**src/hdl/ntss_pkg.sv**
```systemverilog
package ntss_pkg;

    localparam int POS_W    = 10;
    localparam int POS_SPAN = 1 << POS_W;
    localparam int CNT_W    = 16;
    localparam int PEND_W   = 24;
    localparam int SUM_W    = 32;
    localparam int WORD_W   = 32;
    localparam int BIT_W    = 5;
    localparam int ROW_W    = POS_W - BIT_W;

    localparam logic [CNT_W-1:0]  CNT_MAX  = {CNT_W{1'b1}};
    localparam logic [PEND_W-1:0] PEND_MAX = {PEND_W{1'b1}};
    localparam logic [SUM_W-1:0]  SUM_MAX  = {SUM_W{1'b1}};

    localparam logic CMD_ADD   = 1'b0;
    localparam logic CMD_SERVE = 1'b1;

    typedef enum logic [10:0] {
        S_IDLE   = 11'b000_0000_0001,
        S_ADD    = 11'b000_0000_0010,
        S_SCAN   = 11'b000_0000_0100,
        S_RSCAN  = 11'b000_0000_1000,
        S_LSUM   = 11'b000_0001_0000,
        S_LROW   = 11'b000_0010_0000,
        S_RSUM   = 11'b000_0100_0000,
        S_RROW   = 11'b000_1000_0000,
        S_DECIDE = 11'b001_0000_0000,
        S_TAKE   = 11'b010_0000_0000,
        S_DONE   = 11'b100_0000_0000
    } t_state;

    typedef struct packed {
        logic [WORD_W-1:0] vec;
        logic              find_high;
    } t_find_req;

    typedef struct packed {
        logic             found;
        logic [BIT_W-1:0] idx;
    } t_find_rsp;

endpackage

```
**src/hdl/ntss_find.sv**
```systemverilog
module ntss_find (
    input  ntss_pkg::t_find_req i_req,
    output ntss_pkg::t_find_rsp o_rsp
);

    // priority pick: the last hit in loop order wins
    always_comb begin
        o_rsp = '0;
        if (i_req.find_high) begin
            for (int i = 0; i < ntss_pkg::WORD_W; i++) begin
                if (i_req.vec[i]) begin
                    o_rsp.found = 1'b1;
                    o_rsp.idx   = ntss_pkg::BIT_W'(i);
                end
            end
        end else begin
            for (int i = ntss_pkg::WORD_W - 1; i >= 0; i--) begin
                if (i_req.vec[i]) begin
                    o_rsp.found = 1'b1;
                    o_rsp.idx   = ntss_pkg::BIT_W'(i);
                end
            end
        end
    end

endmodule

```
**config.mk**
```make
export PLATFORM = sky130hd
export DESIGN_NAME = ntss_find
export DESIGN_NICKNAME = d
export VERILOG_FILES = /design/src/hdl/ntss_pkg.sv /design/src/hdl/ntss_find.sv
export SDC_FILE = /design/constraint.sdc
export NUM_CORES = 1
export LEC_CHECK = 0
export BUFFER_PORTS_ARGS = -buffer_cell sky130_fd_sc_hd__buf_2
export CORE_MARGIN = 2
export CORE_UTILIZATION = 35
export DETAILED_ROUTE_END_ITERATION = 7
export GPL_TIMING_DRIVEN = 0
export PLACE_DENSITY = 0.77
export SYNTH_ARGS = -nofsm -noshare
export SYNTH_HDL_FRONTEND = slang
export SYNTH_SLANG_ARGS = --single-unit
```
**constraint.sdc**
```tcl
create_clock -name vclk -period 1.6
set_clock_uncertainty 0.05 [all_clocks]
set_input_delay 0.08 -clock vclk [all_inputs]
set_output_delay 0.08 -clock vclk [all_outputs]
set_load 0.05 [all_outputs]
```
# After elaboration in Yosys (flattened, before gate mapping)
# Cells that the tools add are included.
dict set report totals {
  out_inout_bits 6
  reg_bits 0
  word_cells 65
  inputBits 33
}
dict set report classes {
  mux 65
}
# cell n
set ops {}
lappend ops {{$mux 6} 65}

# Depth between registers and ports, before layout
# Gate-level depths: netlist (run 1).
dict set report depth {
  depth_word 33
  depth_mapped 5
  ltp_nobuf 5
}

# Worst setup path after synthesis (run 1)
# Ideal clock, no wire load.
dict set report synth_timing {
  path_kind {input -> output}
  from {input i_req[28] (netlist bit)}
  to {output o_rsp[2] (netlist bit)}
  arrival_time_ns 1.930
  n_path_buf 0
  path_slack_ns -0.460
  required_time_ns 1.470
  cell_stages 5
  cell_sequence {or4_4 > o211a_1 > o31ai_1 > a21oi_1 > a31oi_1}
}
# item line_no
set synth_lines {}
lappend synth_lines {{start: declaration} ntss_find.sv:2} ;# input ntss_pkg::t_find_req i_req,
lappend synth_lines {{end: declaration} ntss_find.sv:3} ;# output ntss_pkg::t_find_rsp o_rsp

==> results of run 1 <==
## layer usage
metal  GRT usage, %  routed length [µm]
met1           24.9                1030
met2           34.3                1120
met3          0.377                 117
met4           1.11                   0
met5              0                   0
## placed cells by master (no fill, tap or decap), types with 2 or more instances in the layout
cell type,netlist,layout
buf_6,1,4
a21oi_1,10,10
o21ai_0,6,4
nor3_1,8,8
or4_4,1,2
o21bai_1,3,3
nor4_1,9,3
nor4_2,0,5
buf_4,0,2
nor2b_1,4,4
o211ai_1,7,7
o31ai_1,6,5
buf_2,0,33
nor2_1,16,15
nand2b_1,4,4
o21a_1,2,2
or3_1,4,4
nand2_1,4,4
inv_1,9,9
## cell families (layout without fill, tap and decap cells)
group | after synthesis | count (layout)
buffers and inverters | 10 | 49
and+or+nand+nor | 55 | 55
AOI/OAI and AO/OA | 47 | 47
## final timing paths
path        to  slack (ps)  cells past startpoint
max   o_rsp[2]        -100                      7
min   o_rsp[2]         460                      3
## power by group through the flow
stage | combinational (mW) | sequential (mW) | clock (mW)
5_1_grt | 0.267 | 0 | 0
6_report | 0.246 | 0 | 0
3_3_place_gp | 0.210 | 0 | 0
2_1_floorplan | 0.113 | 0 | 0
4_1_cts | 0.229 | 0 | 0
3_5_place_dp | 0.214 | 0 | 0
## cell type report
type	count	area, µm²	share of cell area [%]
well taps	25	31.3	3.14
repair buffers	39	229	23.0
plain buffers	1	11.3	1.13
multi-input cells	102	691	69.3
inverters	9	33.8	3.39
## per-stage QoR
| step | setup WS (ps) | TNS, ps | cells |
|---|---|---|---|
| after floorplan | -195 | -195 | 112 |
| after global placement | -248 | -375 | 175 |
| after detailed placement | -266 | -498 | 175 |
| after CTS | -117 | -119 | 176 |
| after global routing | -162 | -324 | 176 |
| final | -103 | -104 | 176 |
## what timing repair did
action,in CTS,in global routing
endpoints found under the hold margin,0,0
setup buffers,1,0
hold buffers,0,0
gates resized for setup,13,9
endpoints found under the setup margin,5,6
pin swaps,3,1
==> key figures, run 1 <==
Logic synthesis
  • Top-area cell type share of the netlist area: 9.07%
  • Yosys top cell by area: nor2_1
  • Syn_area_per_cell: 5.91 µm²
  • XOR/XNOR Fraction of Synth Area: 0%
  • Compound-Gate Fraction of Synth Area: 49.3%
  • Synth Warn #: 0
  • Post-Synth Adder-Cell Area: 0%
  • Yosys cell types: 32
  • Largest family of logic cells by synthesized area: compound AO/OA/AOI/OAI gates
  • Post-synthesis simple-gate area fraction: 43.9%
  • Post-synth top cells: 16 x nor2_1, 10 x a21oi_1, 9 x inv_1, 9 x nor4_1, 8 x nor3_1
  • Syn Inst Count: 112
  • Ranking of synthesized cells by area: nor2_1 9.1%, nor4_1 8.5%, o211ai_1 7.9%
  • Multiplexer area fraction after synthesis: 0%
  • Top-count cell post-synth: nor2_1
  • Sequential-to-total area share from yosys stat: 0%
  • Syn Nets: 145
  • Mapped cell area: 662 µm²

Timing
  • Worst hold slack: 461 ps
  • Fin worst setup slack: -103 ps
  • Final worst-path cycle share: 106%
  • Final Hold Fails: 0
  • Slew HR: 68.6%
  • Worst slew pin tran: 467 ps
  • Slew Viols, Final: 0
  • Fin crit period: 1700 ps
  • Final setup vio count: 2
  • RSZ-0062 raised after global routing: true
  • Achievable clock frequency: 587 MHz

Pwr
  • Maximum vdd drop: 114 µV
  • Tot Pwr: 246 µW
  • Internal: 95.7 µW
  • Clock share of power: 0%
  • Switching part of the total power: 61.0%
  • Switch Pwr: 150 µW
  • Leak: 0.395 nW
  • Combinational power share: 100.0%
  • Share of power burned in registers: 0%
  • Pwr/cell area: 247 nW/µm²

Job
  • Max Cap Viol: 0

Drt
  • Antenna Nets Post-Route: 0
  • Wire per inst: 12.9 µm
  • Routed wire length: 2.27 mm
  • Vias: 1041
  • Vias per cell: 5.91
  • Initial DRC count: 32
  • Pre-antenna DRT Iters: 4
  • DRC viols: 0

Cells and area
  • Area Overhead vs Synth: 50.5%
  • # clk buffers: 0
  • Layout cells sized above 1: 35.8%
  • Post-route cell area: 996 µm²
  • Reg area: 0 µm²
  • # fillers: 179
  • Antenna Cells: 0
  • Seq_cells: 0
  • Fin nets: 186
  • Final Core Density: 57.1%

Worst setup path
  • Critical-path cell list: buf_2, or4_4, o21ai_2, nand2_1, a21o_2, a31oi_2, buf_6
  • Worst Setup SP: i_req[11]
  • Buf/Inv on CP: 2
  • CP endpoint kind: primary output
  • Critical Path RT: 1470 ps
  • Crit Path Max Fanout: 6
  • CP delay by family, top: simple AND/OR/NAND/NOR gates
  • Arr. time, crit path: 1570 ps
  • Setup CP Type: input pin to primary output
  • CP startpoint kind: input pin
  • Largest stage delay on the critical path: 550 ps
  • Slowest stage cell, crit path: or4_4

Die
  • Std-Cell Core Area: 1750 µm²
  • Die area: 2250 µm²
  • Io pins: 39
  • Die W: 47.5 µm
  • Die height: 47.5 µm
  • Initial core utilization: 37.9%
  • Number of core rows: 15

Hold path
  • Hold Path Class: input pin to primary output
  • Hold Crit Start: i_req[0]

Placement
  • Gp weighted congestion: 0.914
  • Number of port buffers: 38
  • DP Area: 892 µm²
  • Detailed placement HPWL: 1.75 mm

GRT
  • Largest net degree at the start of global routing: 11
  • Global-route wire length before repair: 3.13 mm
  • Grt ovf: 0
  • Vias in the first global route: 764
  • Initial antenna violation count: 0
  • Global Route Usage Sum: 18.5%

Status
  • Failing checks: setup timing
  • Status: finished, violations left
Note: power is estimated with default switching activity, not from simulation.
==> run 2: changes to the inputs <==
CORE_MARGIN = not set   (was 2)
RECOVER_POWER = 100   (was not set)
==> run 2 against run 1 <==
Against the previous run:
- the flow still finishes with violations (setup timing)
- non-clock buffer count unchanged
- power about the same
- cell area decreased by 0.63%
- worst setup slack got worse by 4.9 ps
- global-route usage increased by 5.4 points
- critical path type unchanged
==> key figures, run 2 (synthesis gave the netlist of run 1 again) <==
Status
  • Status: finished, violations left
  • Failing checks: setup timing

Pwr
  • Maximum vdd drop: 111 µV (-2.9%)
  • Pwr/cell area: 248 nW/µm² (+0.59%)
  • Leak: 0.395 nW (-0.16%)

Drt
  • Vias: 1063 (+2.1%)
  • Antenna Nets Post-Route: 0 (unchanged)
  • Vias per cell: 6.04 (+2.1%)
  • DRC viols: 0 (unchanged)
  • Pre-antenna DRT Iters: 4 (unchanged)
  • Routed wire length: 2.37 mm (+4.4%)
  • Wire per inst: 13.4 µm (+4.4%)
  • Initial DRC count: 39 (+22%)

Placement
  • Detailed placement HPWL: 1.83 mm (+4.8%)
  • Number of port buffers: 38 (unchanged)
  • Pre-CTS WS: -248 ps (+18.0 ps)
  • Gp weighted congestion: 0.936 (+2.3%)

Cells and area
  • Area Overhead vs Synth: 49.5%
  • Seq_cells: 0 (unchanged)
  • Final Core Density: 56.7% (-0.36 points)
  • # clk buffers: 0 (unchanged)
  • Fin nets: 186 (unchanged)
  • Antenna Cells: 0 (unchanged)
  • Most frequent cells in the layout: 33 x buf_2, 15 x nor2_1, 10 x a21oi_1
  • Layout cells sized above 1: 35.1% (-0.66 points)
  • Most common cell after layout, fill and taps aside: buf_2
  • Reg area: 0 µm² (unchanged)

Timing
  • Slew HR: 69.1% (+0.52 points)
  • Final Hold Fails: 0 (unchanged)
  • RSZ-0062 raised after global routing: true
  • Fin worst setup slack: -108 ps (-4.89 ps)
  • Worst slew pin tran: 459 ps (-8.09 ps)
  • Achievable clock frequency: 585 MHz (-0.29%)
  • Fin crit period: 1710 ps (+4.89 ps)
  • Slew Viols, Final: 0 (unchanged)
  • Final worst-path cycle share: 107% (+0.31 points)
  • Final setup vio count: 1 (-1)

Die
  • Std-Cell Core Area: 1750 µm² (unchanged)
  • Io pins: 39 (unchanged)
  • Die W: 45.5 µm (-4.2%)
  • Number of core rows: 15 (unchanged)
  • Die area: 2070 µm² (-8.2%)
  • Die height: 45.5 µm (-4.2%)
  • Initial core utilization: 37.9% (unchanged)

Worst setup path
  • Setup CP Type: input pin to primary output
  • Crit Path Max Fanout: 8 (+2)
  • CP startpoint kind: input pin
  • Critical Path RT: 1470 ps (about the same)
  • Arr. time, crit path: 1580 ps (about the same)
  • CP endpoint kind: primary output

Job
  • Max Cap Viol: 0 (unchanged)

GRT
  • Initial antenna violation count: 0 (unchanged)
  • Grt ovf: 0 (unchanged)
  • Global Route Usage Sum: 24.0% (+5.4 points)
  • Vias in the first global route: 919 (+20%)
  • Largest net degree at the start of global routing: 11 (unchanged)
  • Global-route wire length before repair: 3.84 mm (+22%)

CTS
  • Hold_buf cts: 0 (unchanged)

Hold path
  • Hold Path Class: input pin to primary output
[run 2: cell counts in the layout (fill, tap and decap cells not counted)]
No cell type changed its count.
[run 2: final cells by class]
class	count	area, µm²
tap	25	31.3
multi-input combinational	102	684
timing repair buffer	39	229
fill	170	756
inverter	9	33.8
buffer	1	11.3
[run 2: per-stage QoR]
| step | std cells | setup TNS (ps) | total power [mW] | hold slack (ps) | area, µm² |
|---|---|---|---|---|---|
| after global placement | 175 | -369 | 0.210 | 507 | 892 |
| final | 176 | -108 | 0.245 | 460 | 990 |
| after global routing | 176 | -213 | 0.266 | 479 | 990 |
| after detailed placement | 175 | -631 | 0.215 | 502 | 892 |
| after floorplan | 112 | -195 | 0.113 | 431 | 671 |
| after CTS | 176 | -95.8 | 0.232 | 459 | 952 |
[run 2: routing by layer]
metal  vias up  routed length [µm]  GRT usage, %  share of wire (%)
met5         -                   0             0                  0
met4         0                  40          3.03                1.7
met3         6                 181         0.794                7.6
met2        55                1140          44.0                 48
met1       475                1000          31.3                 42
li1        527                   -             -                  -
[run 2: power by group]
group	switching [mW]	internal, mW	leakage, nW	total, mW
sequential	0	0	0	0
combinational	0.151	0.0947	0.395	0.245
clock	0	0	0	0
[run 2: final timing paths]
check,from,to,slack (ps),depth (start not counted)
worst min-delay path,i_req[0],o_rsp[2],460,3
worst max-delay path,i_req[12],o_rsp[2],-110,7
[run 2: repair_timing]
item / 4_1_cts / 5_1_grt
buffers inserted: 1 / 0
gates resized for setup: 15 / 6
pin swaps: 4 / 0
setup endpoints to repair: 5 / 6
cloned: 0 / 0
[run 2: worst max-delay path: stages]
cell     delay [ps]
buf_2           150
or4_4           570
o21ai_1         140
nand2_1          60
a21o_2          230
a31oi_2         180
buf_6           180
